--- config.mk ---
export PLATFORM = sky130hd
export DESIGN_NAME = ddr_perf_counter_unit_core_flat
export DESIGN_NICKNAME = d
export VERILOG_FILES = /design/src/hdl/dpcu_pkg.sv /design/src/hdl/dpcu_if.sv /design/src/hdl/dpcu_ctrl.sv /design/src/hdl/dpcu_dp.sv /design/src/hdl/ddr_perf_counter_unit_core.sv /design/src/flat_wrapper.sv
export SDC_FILE = /design/constraint.sdc
export NUM_CORES = 2
export LEC_CHECK = 0
export ABC_AREA = 1
export BUFFER_PORTS_ARGS = -buffer_cell sky130_fd_sc_hd__buf_4
export CELL_PAD_IN_SITES_DETAIL_PLACEMENT = 1
export CELL_PAD_IN_SITES_GLOBAL_PLACEMENT = 2
export CORE_MARGIN = 8
export CORE_UTILIZATION = 41
export CTS_BUF_LIST = sky130_fd_sc_hd__clkbuf_4 sky130_fd_sc_hd__clkbuf_8 sky130_fd_sc_hd__clkbuf_16
export DETAILED_ROUTE_END_ITERATION = 10
export GPL_TIMING_DRIVEN = 0
export PLACE_DENSITY_LB_ADDON = 0.15
export SETUP_SLACK_MARGIN = 0.05
export SLEW_MARGIN = 10
export SYNTH_ARGS = -nofsm -noshare
export SYNTH_HDL_FRONTEND = slang
export SYNTH_SLANG_ARGS = --single-unit
--- constraint.sdc ---
create_clock -name clk -period 10.1 [get_ports clk]
set_input_delay 0.505 -clock clk [delete_from_list [all_inputs] [get_ports clk]]
set_output_delay 0.505 -clock clk [all_outputs]
set_load 0.05 [all_outputs]
--- src/hdl/dpcu_pkg.sv ---
// ----------------------------------------------------------------------------
// dpcu_pkg
// Shared types and constants of the DDR performance counter unit: command
// codes, register word offsets and the controller to datapath command bundle.
// ----------------------------------------------------------------------------
package dpcu_pkg;

  // default sizing
  localparam int NUM_COUNTERS_DEF = 16;
  localparam int COUNT_WIDTH_DEF  = 32;
  localparam int CYCLE_WIDTH_DEF  = 56;

  // transaction command codes
  typedef enum logic [1:0] {
    CMD_TICK  = 2'd0,
    CMD_READ  = 2'd1,
    CMD_WRITE = 2'd2,
    CMD_NOP   = 2'd3
  } cmd_t;

  // register word offsets (byte offset >> 2)
  localparam logic [9:0] W_CTRL    = 10'(12'hC00 >> 2);
  localparam logic [9:0] W_STATE   = 10'(12'hC04 >> 2);
  localparam logic [9:0] W_TSEL    = 10'(12'hC08 >> 2);
  localparam logic [9:0] W_PRELOAD = 10'(12'hC0C >> 2);
  localparam logic [9:0] W_CYC_HI  = 10'(12'hC10 >> 2);
  localparam logic [9:0] W_CYC_LO  = 10'(12'hC14 >> 2);
  localparam logic [9:0] W_SEL0    = 10'(12'hC68 >> 2);
  localparam logic [9:0] W_CNT0    = 10'(12'hC78 >> 2);
  localparam logic [9:0] W_OV_SET  = 10'(12'hCB8 >> 2);
  localparam logic [9:0] W_OV_CLRE = 10'(12'hCBC >> 2);
  localparam logic [9:0] W_OV_EN   = 10'(12'hCC0 >> 2);
  localparam logic [9:0] W_OV_CLR  = 10'(12'hCC4 >> 2);
  localparam logic [9:0] W_OV_STAT = 10'(12'hCC8 >> 2);

  // number of select words and counter slots in the map
  localparam logic [9:0] SEL_WORDS = 10'd4;
  localparam logic [9:0] CNT_SLOTS = 10'd16;

  // control register bits
  localparam int CTRL_START = 0;
  localparam int CTRL_STOP  = 1;
  localparam int CTRL_CLEAR = 2;

  // test select value that targets counter 0 for preload
  localparam int PRELOAD_BASE = 19;

  // lowest bit of the per-counter fields in the overflow registers
  localparam int OV_LSB = 8;

  // output buffer state
  typedef enum logic {
    OUT_EMPTY = 1'b0,
    OUT_FULL  = 1'b1
  } out_state_t;

  // controller to datapath commands
  typedef struct packed {
    logic accept;
    logic tick;
    logic rd;
    logic wr;
  } dp_cmd_t;

endpackage

--- src/hdl/dpcu_if.sv ---
// ----------------------------------------------------------------------------
// dpcu_if
// Valid/ready channels of the DDR performance counter unit: the request
// channel with command and register payload, and the response channel.
// ----------------------------------------------------------------------------
interface dpcu_req_if;
  logic        valid;
  logic        ready;
  logic [1:0]  cmd;
  logic [11:0] addr;
  logic [31:0] wdata;
  logic [63:0] events;

  modport source (output valid, cmd, addr, wdata, events, input ready);
  modport sink   (input valid, cmd, addr, wdata, events, output ready);
endinterface

interface dpcu_rsp_if;
  logic        valid;
  logic        ready;
  logic [31:0] rdata;
  logic        irq;

  modport source (output valid, rdata, irq, input ready);
  modport sink   (input valid, rdata, irq, output ready);
endinterface

--- src/hdl/dpcu_ctrl.sv ---
// ----------------------------------------------------------------------------
// dpcu_ctrl
// Handshake controller: tracks the response buffer, decides when a request
// transaction is taken and decodes its command for the datapath.
// ----------------------------------------------------------------------------
module dpcu_ctrl import dpcu_pkg::*; (
  input  logic       clk,
  input  logic       rst,
  input  logic       req_valid,
  input  logic [1:0] req_cmd,
  output logic       req_ready,
  output logic       rsp_valid,
  input  logic       rsp_ready,
  output dp_cmd_t    dp_cmd
);

  out_state_t state, state_next;

  // state register
  always_ff @(posedge clk) begin
    if (rst) begin
      state <= OUT_EMPTY;
    end else begin
      state <= state_next;
    end
  end

  // next state
  always_comb begin
    state_next = state;
    case (state)
      OUT_EMPTY: begin
        if (req_valid) state_next = OUT_FULL;
      end
      OUT_FULL: begin
        if (rsp_ready && !req_valid) state_next = OUT_EMPTY;
      end
      default: state_next = OUT_EMPTY;
    endcase
  end

  // outputs and command decode
  always_comb begin
    req_ready = 1'b0;
    rsp_valid = 1'b0;
    case (state)
      OUT_EMPTY: req_ready = 1'b1;
      OUT_FULL: begin
        req_ready = rsp_ready;
        rsp_valid = 1'b1;
      end
      default: req_ready = 1'b0;
    endcase
    dp_cmd.accept = req_valid && req_ready;
    dp_cmd.tick   = 1'b0;
    dp_cmd.rd     = 1'b0;
    dp_cmd.wr     = 1'b0;
    case (req_cmd)
      CMD_TICK:  dp_cmd.tick = dp_cmd.accept;
      CMD_READ:  dp_cmd.rd   = dp_cmd.accept;
      CMD_WRITE: dp_cmd.wr   = dp_cmd.accept;
      default:   dp_cmd.tick = 1'b0;
    endcase
  end

endmodule

--- src/hdl/dpcu_dp.sv ---
// ----------------------------------------------------------------------------
// dpcu_dp
// Datapath: event counters, cycle counter, select and overflow registers,
// register read mux and the response output register.
// ----------------------------------------------------------------------------
module dpcu_dp import dpcu_pkg::*; #(
  parameter int NUM_COUNTERS = NUM_COUNTERS_DEF,
  parameter int COUNT_WIDTH  = COUNT_WIDTH_DEF,
  parameter int CYCLE_WIDTH  = CYCLE_WIDTH_DEF
) (
  input  logic        clk,
  input  logic        rst,
  input  dp_cmd_t     dp_cmd,
  input  logic [11:0] req_addr,
  input  logic [31:0] req_wdata,
  input  logic [63:0] req_events,
  output logic [31:0] rsp_rdata,
  output logic        rsp_irq
);

  // architectural state
  logic                    running;
  logic [CYCLE_WIDTH-1:0]  cycle_count;
  logic [COUNT_WIDTH-1:0]  cnt [NUM_COUNTERS];
  logic [7:0]              sel [NUM_COUNTERS];
  logic [NUM_COUNTERS-1:0] ov_en;
  logic [NUM_COUNTERS-1:0] ov_stat;
  logic [5:0]              tsel;

  // next values
  logic                    running_next;
  logic [CYCLE_WIDTH-1:0]  cycle_count_next;
  logic [COUNT_WIDTH-1:0]  cnt_next [NUM_COUNTERS];
  logic [7:0]              sel_next [NUM_COUNTERS];
  logic [NUM_COUNTERS-1:0] ov_en_next;
  logic [NUM_COUNTERS-1:0] ov_stat_next;
  logic [5:0]              tsel_next;
  logic [31:0]             rdata_next;

  // address decode
  logic [9:0]              word;
  logic [9:0]              sel_off;
  logic [9:0]              cnt_off;
  logic                    sel_hit;
  logic                    cnt_hit;
  logic                    ctrl_wr;
  logic                    tick_run;
  logic [NUM_COUNTERS-1:0] wbits;
  logic [63:0]             cyc64;

  always_comb begin
    word     = req_addr[11:2];
    sel_off  = word - W_SEL0;
    cnt_off  = word - W_CNT0;
    sel_hit  = sel_off < SEL_WORDS;
    cnt_hit  = cnt_off < CNT_SLOTS;
    ctrl_wr  = dp_cmd.wr && (word == W_CTRL);
    tick_run = dp_cmd.tick && running;
    wbits    = req_wdata[OV_LSB +: NUM_COUNTERS];
    cyc64    = 64'(cycle_count);
  end

  // control, cycle counter and single registers
  always_comb begin
    running_next     = running;
    cycle_count_next = cycle_count;
    tsel_next        = tsel;
    ov_en_next       = ov_en;
    if (tick_run) cycle_count_next = cycle_count + 1'b1;
    if (ctrl_wr) begin
      if (req_wdata[CTRL_CLEAR]) cycle_count_next = '0;
      if (req_wdata[CTRL_START]) running_next = 1'b1;
      if (req_wdata[CTRL_STOP])  running_next = 1'b0;
    end
    if (dp_cmd.wr && word == W_TSEL)    tsel_next  = req_wdata[5:0];
    if (dp_cmd.wr && word == W_OV_SET)  ov_en_next = ov_en | wbits;
    if (dp_cmd.wr && word == W_OV_CLRE) ov_en_next = ov_en & ~wbits;
  end

  // per-counter lanes: select, increment, preload, overflow
  always_comb begin
    logic [COUNT_WIDTH-1:0] inc;
    ov_stat_next = ov_stat;
    if (dp_cmd.wr && word == W_OV_CLR) ov_stat_next = ov_stat & ~wbits;
    for (int n = 0; n < NUM_COUNTERS; n++) begin
      inc         = cnt[n] + 1'b1;
      cnt_next[n] = cnt[n];
      sel_next[n] = sel[n];
      if (tick_run && sel[n][7] && req_events[sel[n][5:0]]) begin
        cnt_next[n] = inc;
        if (inc == '0) ov_stat_next[n] = 1'b1;
      end
      if (ctrl_wr && req_wdata[CTRL_CLEAR]) cnt_next[n] = '0;
      if (dp_cmd.wr && word == W_PRELOAD && tsel == 6'(PRELOAD_BASE + n))
        cnt_next[n] = req_wdata[COUNT_WIDTH-1:0];
      if (dp_cmd.wr && sel_hit && sel_off[1:0] == 2'(n >> 2))
        sel_next[n] = req_wdata[8*(n%4) +: 8];
    end
  end

  // register read mux
  always_comb begin
    rdata_next = '0;
    if (dp_cmd.rd) begin
      if (word == W_STATE)   rdata_next = 32'(running);
      if (word == W_TSEL)    rdata_next = 32'(tsel);
      if (word == W_CYC_HI)  rdata_next = cyc64[63:32];
      if (word == W_CYC_LO)  rdata_next = cyc64[31:0];
      if (word == W_OV_EN)   rdata_next = 32'(ov_en) << OV_LSB;
      if (word == W_OV_STAT) rdata_next = 32'(ov_stat) << OV_LSB;
      for (int n = 0; n < NUM_COUNTERS; n++) begin
        if (sel_hit && sel_off[1:0] == 2'(n >> 2))
          rdata_next[8*(n%4) +: 8] = sel[n];
        if (cnt_hit && cnt_off[3:0] == 4'(n))
          rdata_next = 32'(cnt[n]);
      end
    end
  end

  // state registers
  always_ff @(posedge clk) begin
    if (rst) begin
      running     <= 1'b0;
      cycle_count <= '0;
      ov_en       <= '0;
      ov_stat     <= '0;
      tsel        <= '0;
      for (int n = 0; n < NUM_COUNTERS; n++) begin
        cnt[n] <= '0;
        sel[n] <= '0;
      end
    end else if (dp_cmd.accept) begin
      running     <= running_next;
      cycle_count <= cycle_count_next;
      ov_en       <= ov_en_next;
      ov_stat     <= ov_stat_next;
      tsel        <= tsel_next;
      for (int n = 0; n < NUM_COUNTERS; n++) begin
        cnt[n] <= cnt_next[n];
        sel[n] <= sel_next[n];
      end
    end
  end

  // response register
  always_ff @(posedge clk) begin
    if (dp_cmd.accept) begin
      rsp_rdata <= rdata_next;
      rsp_irq   <= |(ov_stat_next & ov_en_next);
    end
  end

endmodule

--- src/hdl/ddr_perf_counter_unit_core.sv ---
// ----------------------------------------------------------------------------
// ddr_perf_counter_unit_core
// DDR controller performance monitor: event counters, cycle counter and a
// register map reached through a request/response channel pair.
// ----------------------------------------------------------------------------
// Each request transaction (tick, register read or register write) yields
// exactly one response holding rdata and irq, registered in the cycle after the
// request is taken. The response register lets a new request in on the same
// cycle the previous response leaves, so one transaction per cycle is
// sustained while the response side keeps ready high; the only limit is that
// single output register. All counters update in parallel in the accepting
// cycle; there is no clearing pass after reset.
module ddr_perf_counter_unit_core import dpcu_pkg::*; #(
  parameter int NUM_COUNTERS = NUM_COUNTERS_DEF,
  parameter int COUNT_WIDTH  = COUNT_WIDTH_DEF,
  parameter int CYCLE_WIDTH  = CYCLE_WIDTH_DEF
) (
  input logic        clk,
  input logic        rst,
  dpcu_req_if.sink   req,
  dpcu_rsp_if.source rsp
);

  dp_cmd_t dp_cmd;

  // handshake controller
  dpcu_ctrl u_ctrl (
    .clk       (clk),
    .rst       (rst),
    .req_valid (req.valid),
    .req_cmd   (req.cmd),
    .req_ready (req.ready),
    .rsp_valid (rsp.valid),
    .rsp_ready (rsp.ready),
    .dp_cmd    (dp_cmd)
  );

  // counters and register file
  dpcu_dp #(
    .NUM_COUNTERS (NUM_COUNTERS),
    .COUNT_WIDTH  (COUNT_WIDTH),
    .CYCLE_WIDTH  (CYCLE_WIDTH)
  ) u_dp (
    .clk        (clk),
    .rst        (rst),
    .dp_cmd     (dp_cmd),
    .req_addr   (req.addr),
    .req_wdata  (req.wdata),
    .req_events (req.events),
    .rsp_rdata  (rsp.rdata),
    .rsp_irq    (rsp.irq)
  );

endmodule
--- src/flat_wrapper.sv ---
// flat-port wrapper written by rule: the top's interface ports become plain ports
module ddr_perf_counter_unit_core_flat import dpcu_pkg::*;
#(
  parameter int NUM_COUNTERS = NUM_COUNTERS_DEF,
  parameter int COUNT_WIDTH  = COUNT_WIDTH_DEF,
  parameter int CYCLE_WIDTH  = CYCLE_WIDTH_DEF
)
  (clk, rst, req_valid, req_cmd, req_addr, req_wdata, req_events, req_ready, rsp_valid, rsp_rdata, rsp_irq, rsp_ready);
  dpcu_req_if req_i ();
  dpcu_rsp_if rsp_i ();
  input logic clk;
  input logic rst;
  input wire logic [$bits(req_i.valid)-1:0] req_valid;
  input wire logic [$bits(req_i.cmd)-1:0] req_cmd;
  input wire logic [$bits(req_i.addr)-1:0] req_addr;
  input wire logic [$bits(req_i.wdata)-1:0] req_wdata;
  input wire logic [$bits(req_i.events)-1:0] req_events;
  output wire logic [$bits(req_i.ready)-1:0] req_ready;
  output wire logic [$bits(rsp_i.valid)-1:0] rsp_valid;
  output wire logic [$bits(rsp_i.rdata)-1:0] rsp_rdata;
  output wire logic [$bits(rsp_i.irq)-1:0] rsp_irq;
  input wire logic [$bits(rsp_i.ready)-1:0] rsp_ready;
  assign req_i.valid = req_valid;
  assign req_i.cmd = req_cmd;
  assign req_i.addr = req_addr;
  assign req_i.wdata = req_wdata;
  assign req_i.events = req_events;
  assign req_ready = req_i.ready;
  assign rsp_valid = rsp_i.valid;
  assign rsp_rdata = rsp_i.rdata;
  assign rsp_irq = rsp_i.irq;
  assign rsp_i.ready = rsp_ready;
  ddr_perf_counter_unit_core #(.NUM_COUNTERS(NUM_COUNTERS), .COUNT_WIDTH(COUNT_WIDTH), .CYCLE_WIDTH(CYCLE_WIDTH)) u_core (.clk(clk), .rst(rst), .req(req_i), .rsp(rsp_i));
endmodule
==> impl_metrics.ini <==
[outcome]
status = finished, final reports clean

[sta]
fmax_mhz = 179
rsz0062_at_grt = no
setup_violations = 0
slew_headroom_pct = 2.05
finalHoldViolCount = 0
layout_setup_ws_ns = 4.51
fin_setup_tns_ns = 0
fin_crit_ns = 5.59
drv_slew = 0
worst_pin_slew_ns = 1.47
finalCritPeriodShare_pct = 55.4
skew_ns = 0.0312

[cts]
holdBufCountCts = 1
cts_buffers = 97
cts_tree = done
cts_num_sinks = 769
htreeDepth = 3
root_buffer = clkbuf_16
clock_latency_ns = 0.74
clkTransAtPathRegs_ns = 0.06
cts_buffer_depth = 3
post_cts_buffers = 0
cts_resized = 0

[pwr]
ir_drop_uv = 138
powerDensity_nw_per_um2 = 141
leakagePower_nw = 23.9

[cells_and_area]
drive_gt1_share_pct = 7.04
nets = 8467
syn_to_final_growth_pct = 12.1
layout.cells.non_filler = 10300

[route]
drt-total-wl_mm = 354
drt-pass1-iter-count = 7
via_per_inst = 6.58
drtAntennaViolNets = 0
drtIter0Drc = 9697
route.vias.total = 68000
drc = 0
wl_per_cell_um = 34.2

[critical_path]
critPathMaxStageDelay_ns = 0.65
critPathSlowestCell = nor2_1
cp_max_fo = 10
cp.required_ns = 10.54
startpoint_type = primary input
crit_path_cell_trace = buf_4, nor2_1, nand3_2, nor2_2, nand2_1, buf_2, o21ai_1, nand3_1, a21oi_1, nand4_1, nand2_1, nand2_1, nand2_1, nand3_1, o21ai_1, nand4_1, nor2_1, o21bai_1, nand2_1, nand2_1, nand2_1, a21oi_1
path_class = in2reg
cp_data_arrival_time_ns = 6.03
rrSetupSlack_ns = 4.55
worst_setup_path_end_kind = register
crit_path_start = req_addr[9]
rr_startpoint = u_core.u_ctrl.state$_SDFF_PP0_
cpMostUsedCell = nand2_1

[yosys]
syn_avg_cell_area_um2 = 7.28
synth_nets = 8237
ys_types = 70
yosys_register_bits = 769
syn_inst = 8104
async_flop_share_pct = 0
yosysSeqAreaShare_pct = 37.5
synth_edf_count = 673
syn_area_um2 = 59000
yosys_warnings = 0
synthFlopType = edfxtp_1

[floorplanning]
die_y_um = 395
die_w_um = 395
fp.coreArea_um2 = 143000
io_pins = 149
die_area_um2 = 156000
initial_core_util_pct = 41.2
rows = 139

[grt]
grt_pass1_vias = 64900
grt_pass1_wl_mm = 489
grt_max_degree = 33
antenna_found_initial = 45
grt_overflow = 0
grt_use_total_pct = 42.9

[place]
globalplace.congestion = 1.06
dp_cells = 10100
port_buffers = 114
place_hpwl_mm = 268
dp_slack_ns = 4.30

[min_path]
hp-class = in2reg
hp-start = req_valid

[job]
maxCapViolations = 0
-- logic make-up (layout without fill, tap and decap cells) --
family / Yosys count / count (layout) / share of synthesized area (%)
other cells: 0 / 15 / 0
fa+ha+maj: 19 / 19 / 0.403
buf+inv: 1383 / 1693 / 8.91
flops: 769 / 769 / 37.5
simple gates: 3639 / 3639 / 28.0
mux: 10 / 10 / 0.170
compound gates: 1837 / 1837 / 18.3
xor+xnor: 447 / 447 / 6.65
-- worst max-delay path: cells and delay by family --
kind / cells / cell delay, ns
AND/OR/NAND/NOR: 15 / 3.80
AO/OA/AOI/OAI: 5 / 1.27
buffers and inverters: 2 / 0.44
-- synthesized netlist by cell type, drive strengths merged (21+ instances only) --
library cell	instances	area share [%]
o22ai	437	4.6
edfxtp	673	34
a31oi	21	0.22
nand3b	31	0.44
o21ai	880	7.5
nand2	1459	9.4
dfxtp	96	3.3
or2	42	0.45
a21oi	205	1.7
o221ai	187	2.8
xnor2	100	1.5
buf	57	0.47
xor2	347	5.2
nor2	1104	7.4
nand3	456	4.0
clkinv	45	0.29
inv	888	5.7
nand4	235	2.6
nor4	80	1.1
nor3	199	2.1
clkbuf	393	2.5
-- cell usage in the layout, fill, tap and decap left out, types with 31 or more instances in the layout --
cell / Yosys / routed
dfxtp_1: 96 / 96
edfxtp_1: 673 / 673
o21ai_0: 867 / 862
buf_2: 31 / 31
clkinv_1: 45 / 62
nor2_1: 1045 / 1044
nor4_1: 63 / 63
nor3_1: 163 / 163
o22ai_1: 437 / 437
a21oi_1: 205 / 195
clkbuf_16: 0 / 97
or2_2: 37 / 37
clkbuf_1: 392 / 390
o221ai_1: 187 / 187
nand3_1: 436 / 436
xor2_1: 347 / 347
inv_1: 865 / 864
xnor2_1: 99 / 99
buf_4: 4 / 118
nand2_1: 1435 / 1429
nand4_1: 229 / 229
nor2_2: 45 / 46
-- power by group --
part	switching (mW)	internal [mW]	leakage, nW	total (mW)
logic	1.23	0.404	14.6	1.63
clock network	1.62	2.11	1.60	3.73
registers	0.293	3.70	7.70	3.99
total	3.13	6.22	23.9	9.35
-- stage by stage --
stage,hold WS [ns],area (um^2),util [%],power [mW]
3_5_place_dp,0.489,62800,43.9,5.57
2_1_floorplan,0.455,59000,-,4.78
4_1_cts,0.0163,66100,46.2,9.22
3_3_place_gp,0.474,62200,43.5,5.51
6_report,0.0408,66100,46.2,9.35
5_1_grt,0.0706,66100,46.2,9.49
-- area by class of cell --
class	instances	area [um^2]
tap	1903	2380
multi-input combinational	5952	31800
fill	18200	77000
clock buffer	121	2630
buffer	450	1750
antenna	15	37.5
inverter	933	3500
clock inverter	58	652
timing repair buffer	131	1260
sequential	769	22100
-- final timing paths --
kind | cells after the start | end
setup / recovery | 22 | u_core.u_dp.rsp_rdata[6]$_SDFFCE_PN0P_
setup reg to reg | 9 | u_core.u_dp.cnt[1][252]$_SDFFCE_PP0P_
hold reg to reg | 1 | u_core.u_dp.cycle_count[6]$_SDFFE_PP0P_
hold / removal | 3 | u_core.u_ctrl.state$_SDFF_PP0_
-- registers in the layout, summed over array words and instances, names as in the netlist --
signal,cells
u_core.u_dp.cnt,512
u_core.u_ctrl.state,1
u_core.u_dp.rsp_rdata,32
u_core.u_dp.running,1
u_core.u_dp.rsp_irq,1
u_core.u_dp.ov_stat,16
u_core.u_dp.cycle_count,56
u_core.u_dp.tsel,6
u_core.u_dp.ov_en,16
u_core.u_dp.sel,128
-- metal layers --
layer / part of all wire [%] / GRT usage, % / up-vias
li1: - / - / 28600
met1: 39 / 56.7 / 33400
met2: 41 / 61.6 / 4850
met3: 13 / 12.4 / 1139
met4: 7.2 / 26.2 / 28
met5: 0.060 / 0 / -
(Power assumes the default switching activity.)
